## src/sv/assert_macros.svh

```systemverilog
// assertion macros for the rtl file that carries checks (lru_matrix_page_replacement)
`ifndef ASSERT_MACROS_SVH
`define ASSERT_MACROS_SVH
`ifndef SYNTHESIS
// antecedent implies consequent in the same cycle
`define ASSERT_SAME(label, clk, rst_n, ante, cons) \
    label: assert property (@(posedge clk) disable iff (!rst_n) (ante) |-> (cons)) \
        else $error("assertion failed: same-cycle implication");
// antecedent implies consequent in the next cycle
`define ASSERT_NEXT(label, clk, rst_n, ante, cons) \
    label: assert property (@(posedge clk) disable iff (!rst_n) (ante) |=> (cons)) \
        else $error("assertion failed: next-cycle implication");
`else
`define ASSERT_SAME(label, clk, rst_n, ante, cons)
`define ASSERT_NEXT(label, clk, rst_n, ante, cons)
`endif
`endif

```

## src/sv/lrumpr_pkg.sv

```systemverilog
// types and constants for the lru matrix page replacement block
package lrumpr_pkg;

    localparam int PROC_W      = 8;
    localparam int PAGE_W      = 8;
    localparam int FRAME_OUT_W = 3;
    localparam int FREED_W     = 4;
    localparam int FAULT_W     = 16;
    localparam int CFG_W       = 4;

    localparam logic [CFG_W-1:0]   FRAMES_RESET = 4'd8;
    localparam logic [FREED_W-1:0] FREED_MAX    = 4'd15;

    typedef enum logic {
        OP_ACCESS = 1'b0,
        OP_END    = 1'b1
    } opcode_t;

    typedef struct packed {
        opcode_t           opcode;
        logic [PROC_W-1:0] process_id;
        logic [PAGE_W-1:0] page_index;
    } request_t;

    typedef struct packed {
        logic                   fault;
        logic [FRAME_OUT_W-1:0] frame;
        logic                   evicted;
        logic [PROC_W-1:0]      evicted_process;
        logic [PAGE_W-1:0]      evicted_page;
        logic [FREED_W-1:0]     freed_count;
        logic [FAULT_W-1:0]     total_faults;
    } response_t;

    // update command from the top level to the frame table
    typedef struct packed {
        logic fill;      // load a page into the selected frame
        logic free_all;  // invalidate every frame of the process
    } tbl_cmd_t;

endpackage

```

## src/sv/lrumpr_ftable.sv

```systemverilog
// frame table: valid, owner and page per frame, hit search and process release
module lrumpr_ftable
    import lrumpr_pkg::*;
#(
    parameter int FRAMES = 8,
    parameter int IDX_W  = 3
)
(
    input  logic              clk,
    input  logic              rst_n,
    input  tbl_cmd_t          cmd,
    input  logic [PROC_W-1:0] process_id,
    input  logic [PAGE_W-1:0] page_index,
    input  logic [FRAMES-1:0] managed,
    input  logic [IDX_W-1:0]  upd_idx,
    output logic              hit,
    output logic [IDX_W-1:0]  hit_idx,
    output logic              vict_valid,
    output logic [PROC_W-1:0] vict_owner,
    output logic [PAGE_W-1:0] vict_page,
    output logic [FREED_W-1:0] freed_count
);

    localparam int CW = $clog2(FRAMES + 1);

    logic [FRAMES-1:0] valid_reg, valid_next;
    logic [PROC_W-1:0] owner_reg [FRAMES];
    logic [PAGE_W-1:0] page_reg  [FRAMES];
    logic [FRAMES-1:0] page_match;
    logic [FRAMES-1:0] proc_match;
    logic [CW-1:0]     free_cnt;
    logic [CW+FREED_W-1:0] free_cnt_ext;

    always_comb
    begin
        for (int i = 0; i < FRAMES; i++)
        begin
            proc_match[i] = valid_reg[i] && (owner_reg[i] == process_id);
            page_match[i] = proc_match[i] && managed[i] && (page_reg[i] == page_index);
        end
    end

    // lowest matching frame wins
    always_comb
    begin
        hit     = |page_match;
        hit_idx = '0;
        for (int i = FRAMES - 1; i >= 0; i--)
        begin
            if (page_match[i])
            begin
                hit_idx = IDX_W'(i);
            end
        end
    end

    always_comb
    begin
        free_cnt = '0;
        for (int i = 0; i < FRAMES; i++)
        begin
            free_cnt = free_cnt + CW'(proc_match[i]);
        end
        free_cnt_ext = (CW + FREED_W)'(free_cnt);
        if (free_cnt_ext > (CW + FREED_W)'(FREED_MAX))
        begin
            freed_count = FREED_MAX;
        end
        else
        begin
            freed_count = free_cnt_ext[FREED_W-1:0];
        end
    end

    assign vict_valid = valid_reg[upd_idx];
    assign vict_owner = owner_reg[upd_idx];
    assign vict_page  = page_reg[upd_idx];

    always_comb
    begin
        valid_next = valid_reg;
        if (cmd.free_all)
        begin
            valid_next = valid_reg & ~proc_match;
        end
        else if (cmd.fill)
        begin
            valid_next[upd_idx] = 1'b1;
        end
    end

    always_ff @(posedge clk or negedge rst_n)
    begin
        if (!rst_n)
        begin
            valid_reg <= '0;
        end
        else
        begin
            valid_reg <= valid_next;
        end
    end

    always_ff @(posedge clk)
    begin
        if (cmd.fill)
        begin
            owner_reg[upd_idx] <= process_id;
            page_reg[upd_idx]  <= page_index;
        end
    end

endmodule

```

## src/sv/lrumpr_matrix.sv

```systemverilog
// lru matrix: zero-row victim search and row set / column clear on access
module lrumpr_matrix
    import lrumpr_pkg::*;
#(
    parameter int FRAMES = 8,
    parameter int IDX_W  = 3
)
(
    input  logic              clk,
    input  logic              rst_n,
    input  logic              touch,
    input  logic [IDX_W-1:0]  idx,
    input  logic [FRAMES-1:0] managed,
    output logic [IDX_W-1:0]  victim_idx
);

    logic [FRAMES-1:0] row_reg  [FRAMES];
    logic [FRAMES-1:0] row_next [FRAMES];
    logic [FRAMES-1:0] zero_row;

    always_comb
    begin
        for (int i = 0; i < FRAMES; i++)
        begin
            zero_row[i] = managed[i] && ((row_reg[i] & managed) == '0);
        end
    end

    // first zero row, frame 0 when none
    always_comb
    begin
        victim_idx = '0;
        for (int i = FRAMES - 1; i >= 0; i--)
        begin
            if (zero_row[i])
            begin
                victim_idx = IDX_W'(i);
            end
        end
    end

    always_comb
    begin
        for (int i = 0; i < FRAMES; i++)
        begin
            row_next[i] = row_reg[i];
            if (touch)
            begin
                if (IDX_W'(i) == idx)
                begin
                    row_next[i] = row_next[i] | managed;
                end
                if (managed[i])
                begin
                    row_next[i][idx] = 1'b0;
                end
            end
        end
    end

    always_ff @(posedge clk or negedge rst_n)
    begin
        if (!rst_n)
        begin
            for (int i = 0; i < FRAMES; i++)
            begin
                row_reg[i] <= '0;
            end
        end
        else
        begin
            for (int i = 0; i < FRAMES; i++)
            begin
                row_reg[i] <= row_next[i];
            end
        end
    end

endmodule

```

## src/sv/lru_matrix_page_replacement.sv

```systemverilog
// a transaction goes into the input register, its result into the result register that drives response with done
// throughput: one transaction per cycle, busy never rises; table and matrix update in one pass
// each transaction sees the frame table and matrix left by the one before it
// the receiver cannot stall: done is a one-cycle strobe, taken at the edge that ends it
// reset: frame table and matrix cleared, fault count zero, frames_in_use back to 8
`include "assert_macros.svh"
module lru_matrix_page_replacement
    import lrumpr_pkg::*;
#(
    parameter int FRAMES = 8
)
(
    input  logic             clk,
    input  logic             rst_n,
    // command channel
    input  logic             start,
    output logic             busy,
    input  request_t         request,
    // result strobe
    output logic             done,
    output response_t        response,
    // configuration write channel
    input  logic             cfg_valid,
    output logic             cfg_ready,
    input  logic [CFG_W-1:0] cfg_data
);

    localparam int IDX_W = $clog2(FRAMES);

    // input register
    logic      in_valid_reg;
    request_t  in_reg;

    // configuration
    logic [CFG_W-1:0] frames_reg;

    // fault counter and result register
    logic [FAULT_W-1:0] fault_cnt_reg, fault_cnt_next;
    logic               done_reg;
    response_t          resp_reg, resp_next;

    // datapath between the registers
    logic [FRAMES-1:0] managed;
    logic              is_access;
    logic              is_end;
    logic              hit;
    logic [IDX_W-1:0]  hit_idx;
    logic [IDX_W-1:0]  victim_idx;
    logic [IDX_W-1:0]  sel_idx;
    logic              vict_valid;
    logic [PROC_W-1:0] vict_owner;
    logic [PAGE_W-1:0] vict_page;
    logic [FREED_W-1:0] freed_count;
    logic              miss;
    tbl_cmd_t          tbl_cmd;
    logic [IDX_W+FRAME_OUT_W-1:0] sel_ext;

    assign busy      = 1'b0;
    assign cfg_ready = 1'b1;

    // command transaction capture
    always_ff @(posedge clk or negedge rst_n)
    begin
        if (!rst_n)
        begin
            in_valid_reg <= 1'b0;
        end
        else
        begin
            in_valid_reg <= start && !busy;
        end
    end

    always_ff @(posedge clk)
    begin
        if (start && !busy)
        begin
            in_reg <= request;
        end
    end

    // frames_in_use register
    always_ff @(posedge clk or negedge rst_n)
    begin
        if (!rst_n)
        begin
            frames_reg <= FRAMES_RESET;
        end
        else if (cfg_valid && cfg_ready)
        begin
            frames_reg <= cfg_data;
        end
    end

    // managed frames: zero acts as one, anything beyond FRAMES is clipped
    always_comb
    begin
        for (int i = 0; i < FRAMES; i++)
        begin
            managed[i] = (i == 0) || (i < int'(frames_reg));
        end
    end

    assign is_access = in_valid_reg && (in_reg.opcode == OP_ACCESS);
    assign is_end    = in_valid_reg && (in_reg.opcode == OP_END);
    assign miss      = is_access && !hit;
    assign sel_idx   = hit ? hit_idx : victim_idx;

    assign tbl_cmd.fill     = miss;
    assign tbl_cmd.free_all = is_end;

    lrumpr_ftable #(
        .FRAMES (FRAMES),
        .IDX_W  (IDX_W)
    ) u_ftable (
        .clk         (clk),
        .rst_n       (rst_n),
        .cmd         (tbl_cmd),
        .process_id  (in_reg.process_id),
        .page_index  (in_reg.page_index),
        .managed     (managed),
        .upd_idx     (sel_idx),
        .hit         (hit),
        .hit_idx     (hit_idx),
        .vict_valid  (vict_valid),
        .vict_owner  (vict_owner),
        .vict_page   (vict_page),
        .freed_count (freed_count)
    );

    lrumpr_matrix #(
        .FRAMES (FRAMES),
        .IDX_W  (IDX_W)
    ) u_matrix (
        .clk        (clk),
        .rst_n      (rst_n),
        .touch      (is_access),
        .idx        (sel_idx),
        .managed    (managed),
        .victim_idx (victim_idx)
    );

    // saturating fault count
    always_comb
    begin
        fault_cnt_next = fault_cnt_reg;
        if (miss && (fault_cnt_reg != '1))
        begin
            fault_cnt_next = fault_cnt_reg + FAULT_W'(1);
        end
    end

    assign sel_ext = (IDX_W + FRAME_OUT_W)'(sel_idx);

    // result assembly, unused fields forced to zero
    always_comb
    begin
        resp_next                 = '0;
        resp_next.total_faults    = fault_cnt_next;
        if (is_access)
        begin
            resp_next.fault = miss;
            resp_next.frame = sel_ext[FRAME_OUT_W-1:0];
            if (miss && vict_valid)
            begin
                resp_next.evicted         = 1'b1;
                resp_next.evicted_process = vict_owner;
                resp_next.evicted_page    = vict_page;
            end
        end
        else if (is_end)
        begin
            resp_next.freed_count = freed_count;
        end
    end

    always_ff @(posedge clk or negedge rst_n)
    begin
        if (!rst_n)
        begin
            fault_cnt_reg <= '0;
            done_reg      <= 1'b0;
        end
        else
        begin
            fault_cnt_reg <= fault_cnt_next;
            done_reg      <= in_valid_reg;
        end
    end

    always_ff @(posedge clk)
    begin
        if (in_valid_reg)
        begin
            resp_reg <= resp_next;
        end
    end

    assign done     = done_reg;
    assign response = resp_reg;

    // every captured transaction yields a strobe on the next cycle
    `ASSERT_NEXT(a_done_follows, clk, rst_n, in_valid_reg, done)
    // an eviction only happens on a fault
    `ASSERT_SAME(a_evict_on_fault, clk, rst_n, done && response.evicted, response.fault)
    // a fault always leaves a nonzero running count
    `ASSERT_SAME(a_fault_counted, clk, rst_n, done && response.fault, response.total_faults != '0)
    // the count holds once saturated
    `ASSERT_NEXT(a_count_sat, clk, rst_n, fault_cnt_reg == '1, fault_cnt_reg == '1)

endmodule

```

## config.mk

```make
export PLATFORM = sky130hd
export DESIGN_NAME = lru_matrix_page_replacement
export DESIGN_NICKNAME = d
export VERILOG_FILES = /design/src/sv/lrumpr_pkg.sv /design/src/sv/lrumpr_ftable.sv /design/src/sv/lrumpr_matrix.sv /design/src/sv/lru_matrix_page_replacement.sv
export VERILOG_INCLUDE_DIRS = /design/src /design/src/sv
export SDC_FILE = /design/constraint.sdc
export NUM_CORES = 1
export LEC_CHECK = 0
export BUFFER_PORTS_ARGS = -buffer_cell sky130_fd_sc_hd__buf_2
export CAP_MARGIN = 40
export CORE_UTILIZATION = 33
export DETAILED_ROUTE_END_ITERATION = 12
export PLACE_DENSITY_LB_ADDON = 0.08
export SLEW_MARGIN = 20
export SYNTH_ARGS = -nofsm -noshare
export SYNTH_HDL_FRONTEND = slang
export SYNTH_HIERARCHICAL = 1
export SYNTH_SLANG_ARGS = --single-unit
export TNS_END_PERCENT = 20
```

## constraint.sdc

```tcl
create_clock -name clk -period 5.45 [get_ports clk]
set_input_delay 0.545 -clock clk [delete_from_list [all_inputs] [get_ports clk]]
set_output_delay 0.545 -clock clk [all_outputs]
set_load 0.05 [all_outputs]
```

==> results of run 1 <==
==> how the worst max path moves through the flow <==
stage	to	slack, ns	cells after the start	from
2_1_floorplan	u_ftable/owner_reg[5][0]$_DFFE_PP_	1.11	13	in_reg[14]$_DFFE_PP_
3_3_place_gp	response[31]$_SDFFCE_PN0P_	0.89	12	in_reg[15]$_DFFE_PP_
3_5_place_dp	u_ftable/page_reg[1][1]$_DFFE_PP_	0.85	10	in_reg[15]$_DFFE_PP_
4_1_cts	u_ftable/page_reg[1][0]$_DFFE_PP_	0.83	10	in_reg[15]$_DFFE_PP_
5_1_grt	u_ftable/page_reg[1][0]$_DFFE_PP_	0.52	10	in_reg[15]$_DFFE_PP_
6_report	response[35]$_SDFFCE_PN0P_	0.80	12	in_reg[9]$_DFFE_PP_
==> Yosys cell counts (all sizes together), types with 2 or more instances <==
| library cell | n | area [um^2] |
|---|---|---|
| nor3b | 6 | 65.1 |
| o21ai | 92 | 460 |
| a211oi | 4 | 35.0 |
| nand4 | 41 | 269 |
| a31oi | 18 | 113 |
| o21a | 3 | 22.5 |
| edfxtp | 186 | 5590 |
| dfrtp | 93 | 2330 |
| nor4 | 15 | 113 |
| nor3 | 12 | 70.1 |
| xnor2 | 87 | 762 |
| o211ai | 3 | 27.5 |
| nand3 | 28 | 165 |
| fa | 4 | 80.1 |
| clkbuf | 27 | 103 |
| or3 | 5 | 36.3 |
| and3b | 2 | 17.5 |
| and4 | 4 | 40.0 |
| o31ai | 2 | 15.0 |
| or2 | 4 | 25.0 |
| a21oi | 44 | 220 |
| a21boi | 5 | 37.5 |
| nor2b | 7 | 43.8 |
| nor2 | 45 | 169 |
| nand2b | 6 | 37.5 |
| mux2 | 10 | 116 |
| a21o | 4 | 30.0 |
| conb | 2 | 7.51 |
| inv | 21 | 78.8 |
| xor2 | 53 | 464 |
| and2 | 19 | 119 |
| nand2 | 61 | 239 |
| buf | 40 | 273 |
| a22oi | 93 | 708 |
| nand4b | 4 | 41.3 |
| ha | 4 | 50.1 |
| and3 | 24 | 150 |
==> routing by layer <==
metal | track usage, % | part of all wire [%]
met1 | 29.0 | 48
met2 | 30.3 | 45
met3 | 3.40 | 4.8
met4 | 5.53 | 2.3
met5 | 0 | 0
==> layout by cell type (no fill, tap or decap), drive strengths merged, types with 6 or more instances in the layout <==
cell	count
mux2	10
nor4	15
xor2	53
clkbuf	46
o21ai	92
and3	24
nor2b	7
nor3	12
a31oi	18
xnor2	87
inv	22
a21oi	44
nand3	28
nand2	61
dfrtp	93
nor3b	6
nand4	41
and2	19
nand2b	6
clkinv	11
a22oi	93
nor2	45
buf	119
edfxtp	186
==> logic make-up (layout without fill, tap and decap cells) <==
group                    after synthesis  after routing
AO/OA/AOI/OAI                        275            275
AND/OR/NAND/NOR                      286            286
flip-flops                           280            280
adder cells (fa/ha/maj)                8              8
other                                  2              6
XOR/XNOR                             140            140
buffers and inverters                 88            201
multiplexers                          10             10
==> metrics by stage <==
| step | setup WS, ns | util (%) |
|---|---|---|
| after floorplan | 1.11 | - |
| after global placement | 0.891 | 36.0 |
| after detailed placement | 0.849 | 36.0 |
| after CTS | 0.829 | 38.8 |
| after global routing | 0.519 | 38.8 |
| final | 0.799 | 38.8 |
==> power by group through the flow <==
stage                     Combinational [mW]  Sequential, mW  Clock [mW]
after floorplan                        0.512            2.74           0
after global placement                 0.878            2.71           0
after detailed placement               0.878            2.71           0
after CTS                              0.879            2.67        2.31
after global routing                   0.958            2.69        2.38
final                                  0.875            2.67        2.23
==> area by class of cell <==
| type | instances | area (um^2) |
|---|---|---|
| tap | 525 | 657 |
| multi-input combinational | 724 | 4880 |
| timing repair buffer | 119 | 751 |
| antenna | 1 | 2.50 |
| clock inverter | 15 | 123 |
| clock buffer | 46 | 957 |
| sequential | 280 | 7940 |
| fill | 3906 | 24200 |
| inverter | 21 | 78.8 |
==> worst max-delay path: cells and delay by family, from the launching register on <==
kind	cells	cell delay, ns
XOR/XNOR	1	0.25
multiplexers	1	0.47
AND/OR/NAND/NOR	8	2.57
buffers and inverters	1	0.27
flip-flops	1	0.59
AO/OA/AOI/OAI	1	0.22
==> flow_summary.toml, run 1 <==
[status]
run_status = "complete, no violations"

[clocking]
clk_root_buffer_cell = "clkbuf_16"
cts_hold_buffers = 0
cts_setup_buffers = 0
clk_path_buf_depth = 3
clkTransAtPathRegs_ns = 0.06
cts_tree = "built"
clkLatencyLatePin_ns = 0.54
cts_max_level = 2
total_clock_sinks = 280
numCtsBuffers = 35
cts_repair_resize_count = 0

[yosys]
synthesis.instances = 1089
arithmetic_cell_share_of_the_synthesized_area_counting_full_adders_half_adders_and_majority_gates_pct = 0.981
post_synth_xor_area_fraction_pct = 9.25
yosysWarningCount = 6
postSynth.asyncResetShare_pct = 33.6
synth_seq_cells = 280
syn_avg_cell_area_um2 = 12.2
largest_family_of_logic_cells_by_synthesized_area = "compound AO/OA/AOI/OAI gates"
synth_enable_flop_cells = 186
synth_area_um2 = 13300
yosys-mux-area-fraction_pct = 0.878
ys_seq_area_share_pct = 59.9
synth_cell_type_count = 70
synthesized_area_fraction_occupied_by_and_or_nand_nor_cells_pct = 12.3
synth_compound_area_share_pct = 13.2
synth_ff_type = "edfxtp_1"

[worst_setup_path]
max_stage_delay_ns = 0.64
crit_path_top_delay_cell = "nor4_1"
worstPathCellList = "xor2_1, nor4_1, nand3_1, or3_4, nand4_1, nand2b_1, mux2_2, and3_1, a22oi_1, nand4_1, buf_4, and3_1"
crit_fanout = 15
reg2regPathDepth = 12
crit-reg2reg-launch = "in_reg[9]$_DFFE_PP_"
timing.critical_path.required_ns = 5.72
ff2ff_setup_slack_ns = 0.80
worstSetupEndpointType = "register"
start_kind = "register"
r2r-end = "response[35]$_SDFFCE_PN0P_"
arrival_ns = 4.92
timing.setup.critical_path_class = "register to register"

[placed_design]
place_hpwl_um = 26800
place.port_buffers = 66
place_congestion = 0.814
postPlaceCellArea_um2 = 14300
dp_cells = 1668

[timing]
setup_viol = 0
grt_setup_unrepaired = "no"
final.setup.tns_ns = 0
period_share_pct = 85.3
finalHoldViolCount = 0
period_needed_ns = 4.65
timing.hold.ws_ns = 0.0205
worstMarginPinSlew_ns = 0.780
relSlewSlack_pct = 48.0
worst_clock_skew_ns = 0.0321
timing.final.max_slew_violations = 0
max_clock_freq_ghz = 0.215

[power_and_ir_drop]
p_int_mw = 4.10
power.combinational.fraction_pct = 15.2
power.leakage_nw = 5.66
power_density_nw_per_um2 = 375
sw_frac_of_total_pct = 29.1
power_switching_mw = 1.68
power.total_mw = 5.78
power.share.sequential_pct = 46.2
clkPwrFrac_pct = 38.6
vdd.ir_drop.worst_uv = 190

[floorplan]
die_span_x_um = 202
die_outline_area_um2 = 41000
die_height_um = 202
placement_rows = 73
initial_core_utilization_pct = 33.4
floorplan.core_area_um2 = 39600
boundaryPins = 69

[min_path]
min-delay-path-class = "input pin to asynchronous set/reset pin"

[drt]
drcViolationCount = 0
routedWlPerCell_um = 23.2
antenna_violating_nets_post_route = 0
wl_um = 40200
detailedRoute.firstIterationViolations = 851
drt_first_pass_iters = 5
num_vias = 9183
via_per_inst = 5.31

[global_route]
global_route_wire_length_before_repair_um = 60900
antenna_found_initial = 0
global_route.overflow_total = 0
first_global_vias = 9199
grt_use_total_pct = 19.9
grt_max_degree = 56

[layout]
nNetsFinal = 1214
syn2layout_area_growth_pct = 16.1
final_cell_area_um2 = 15400
final_layout_size_suffix_gt1_share_pct = 17.1
finish.cell_count_without_fillers = 1731

[job]
cap_violations = 0
Note: power is estimated with default switching activity, not from simulation.
==> inputs of run 2 (changes only) <==
--- a/config.mk
+++ b/config.mk
@@ -11,6 +11,7 @@
 export CORE_UTILIZATION = 33
 export DETAILED_ROUTE_END_ITERATION = 12
 export PLACE_DENSITY_LB_ADDON = 0.08
+export RECOVER_POWER = 50
 export SLEW_MARGIN = 20
 export SYNTH_ARGS = -nofsm -noshare
 export SYNTH_HDL_FRONTEND = slang
==> run 2 against run 1 <==
  * The flow now finishes with violations (max-capacitance violations, max-slew violations)
  * Non-clock buffer count unchanged
  * Setup slack got worse by 0.18 ns
  * Wire length about the same
  * Power decreased by 0.15%
  * Clock-buffer cell count unchanged
  * Global-route usage unchanged
  * Via count about the same
  * Register-to-register slack got worse by 0.18 ns
  * First-iteration DRC count decreased by 6.7%
  * Worst hold slack improved by 0.16 ns
  * Cell count unchanged
==> flow_summary.toml, run 2 (synthesized netlist as in run 1, its figures left out) <==
[worst_setup_path]
ff2ff_setup_slack_ns = 0.62
crit_fanout = 16
timing.setup.critical_path_class = "register to register"
max_stage_delay_ns = 0.62
worstPathCellList = "clkbuf_1, xor2_1, nor4_1, nand3_1, or3_4, nand4_1, nand2b_1, mux2_2, and3_1, a22oi_1, nand4_1, buf_4, and3_1"
crit_path_top_delay_cell = "clkbuf_1"
worstSetupEndpointType = "register"
arrival_ns = 5.10
start_kind = "register"
timing.critical_path.required_ns = 5.72

[placed_design]
place_congestion = 0.814
place_hpwl_um = 26800
dpl_worst_slack_ns = 0.849
place.port_buffers = 66

[power_and_ir_drop]
power_density_nw_per_um2 = 376
p_int_mw = 4.09
power.share.sequential_pct = 46.3
power.combinational.fraction_pct = 15.0
sw_frac_of_total_pct = 29.1
vdd.ir_drop.worst_uv = 190
power_switching_mw = 1.68
clkPwrFrac_pct = 38.7
power.leakage_nw = 5.60

[drt]
routedWlPerCell_um = 23.2
detailedRoute.firstIterationViolations = 794
via_per_inst = 5.31
antenna_violating_nets_post_route = 0
drt_first_pass_iters = 5
drcViolationCount = 0
num_vias = 9188
wl_um = 40200

[timing]
setup_viol = 0
setup_ws_ns = 0.624
timing.final.max_slew_violations = 86
timing.hold.ws_ns = 0.177
max_clock_freq_ghz = 0.207
period_share_pct = 88.5
worstMarginPinSlew_ns = 2.65
grt_setup_unrepaired = "no"
worst_clock_skew_ns = 0.0316
finalHoldViolCount = 0
relSlewSlack_pct = -76.5
period_needed_ns = 4.83
final.setup.tns_ns = 0

[status]
failing_checks = "max-capacitance violations, max-slew violations"
run_status = "complete, but fails checks"

[job]
cap_violations = 2

[global_route]
grt_use_total_pct = 19.9
global_route_wire_length_before_repair_um = 60900
antenna_found_initial = 0
global_route.overflow_total = 0
grt_max_degree = 56
first_global_vias = 9199

[layout]
layout.cells.most_common = "edfxtp_1"
syn2layout_area_growth_pct = 15.6
multi_input_comb_area_um2 = 4880
nNetsFinal = 1214
fillCellCount = 3917
final-seq-area_um2 = 7940
final_cell_mix = "186 x edfxtp_1, 93 x dfrtp_1, 91 x a22oi_1, 87 x xnor2_1, 87 x o21ai_0"
final_layout_size_suffix_gt1_share_pct = 15.4

[floorplan]
boundaryPins = 69
die_height_um = 202
die_span_x_um = 202
placement_rows = 73
initial_core_utilization_pct = 33.4
floorplan.core_area_um2 = 39600
die_outline_area_um2 = 41000

[clocking]
cts_repair_resize_count = 0
cts_hold_buffers = 0
clkTransAtPathRegs_ns = 0.06
cts_max_level = 2
clkLatencyLatePin_ns = 0.54
clk_root_buffer_cell = "clkbuf_16"
cts_setup_buffers = 0
cts_tree = "built"
total_clock_sinks = 280
numCtsBuffers = 35
clk_path_buf_depth = 3

[min_path]
min-delay-path-class = "input pin to register"
==> run 2: changes by cell type in the layout (fill, tap and decap cells not counted) <==
cell,before,now
buf_4,53,37
dfstp_1,0,1
clkbuf_1,7,25
dfstp_2,1,0
dfrtp_1,92,93
buf_2,65,63
dfrtp_2,1,0
==> run 2: path summary, 6_finish.rpt <==
path / from / to / cells after the start
max: in_reg[13]$_DFFE_PP_ / response[35]$_SDFFCE_PN0P_ / 13
min: request[8] / in_reg[8]$_DFFE_PP_ / 1
max reg2reg: in_reg[13]$_DFFE_PP_ / response[35]$_SDFFCE_PN0P_ / 13
min reg2reg: u_matrix/row_reg[7]$_DFFE_PN0P_ / u_matrix/row_reg[7]$_DFFE_PN0P_ / 1
max in group asynchronous: rst_n / frames_reg[3]$_DFFE_PN1P_ / 3
min in group asynchronous: rst_n / u_ftable/valid_reg[3]$_DFFE_PN0P_ / 1
==> run 2: routing by layer <==
layer  wire, um  track usage, %  vias to the layer above  share of wire (%)
li1           -               -                     4236                  -
met1      19300            29.0                     4644                 48
met2      18100            30.3                      248                 45
met3       1890            3.40                       60                4.7
met4        887            5.53                        0                2.2
met5          0               0                        -                  0
==> run 2: stage by stage <==
stage | total power, mW | utilization [%] | cell area, um^2 | cells
6_report | 5.77 | 38.7 | 15300 | 1731
5_1_grt | 6.02 | 38.7 | 15300 | 1730
4_1_cts | 5.85 | 38.8 | 15400 | 1729
3_5_place_dp | 3.58 | 36.0 | 14300 | 1668
3_3_place_gp | 3.59 | 36.0 | 14300 | 1668
2_1_floorplan | 3.25 | - | 13300 | 1092
==> run 2: worst max-delay path: cells and delay by family, from the launching register on <==
kind	cells	cell delay, ns
simple gates	8	2.50
buf+inv	2	0.89
flops	1	0.32
compound gates	1	0.23
mux	1	0.47
xor+xnor	1	0.14
==> run 2: layout make-up <==
class | count | area share, %
inverters | 21 | 0.514
diodes | 1 | 0.0163
clock buffers | 46 | 6.24
clock inverters | 15 | 0.800
repair buffers | 119 | 4.49
multi-input cells | 724 | 31.9
flip-flops and latches | 280 | 51.8
well taps | 525 | 4.29
==> run 2: power by group through the flow <==
stage / Sequential, mW / Clock (mW) / Combinational, mW
after CTS: 2.67 / 2.31 / 0.879
final: 2.67 / 2.23 / 0.867
after detailed placement: 2.71 / 0 / 0.878
after floorplan: 2.74 / 0 / 0.512
after global placement: 2.71 / 0 / 0.878
after global routing: 2.69 / 2.38 / 0.951
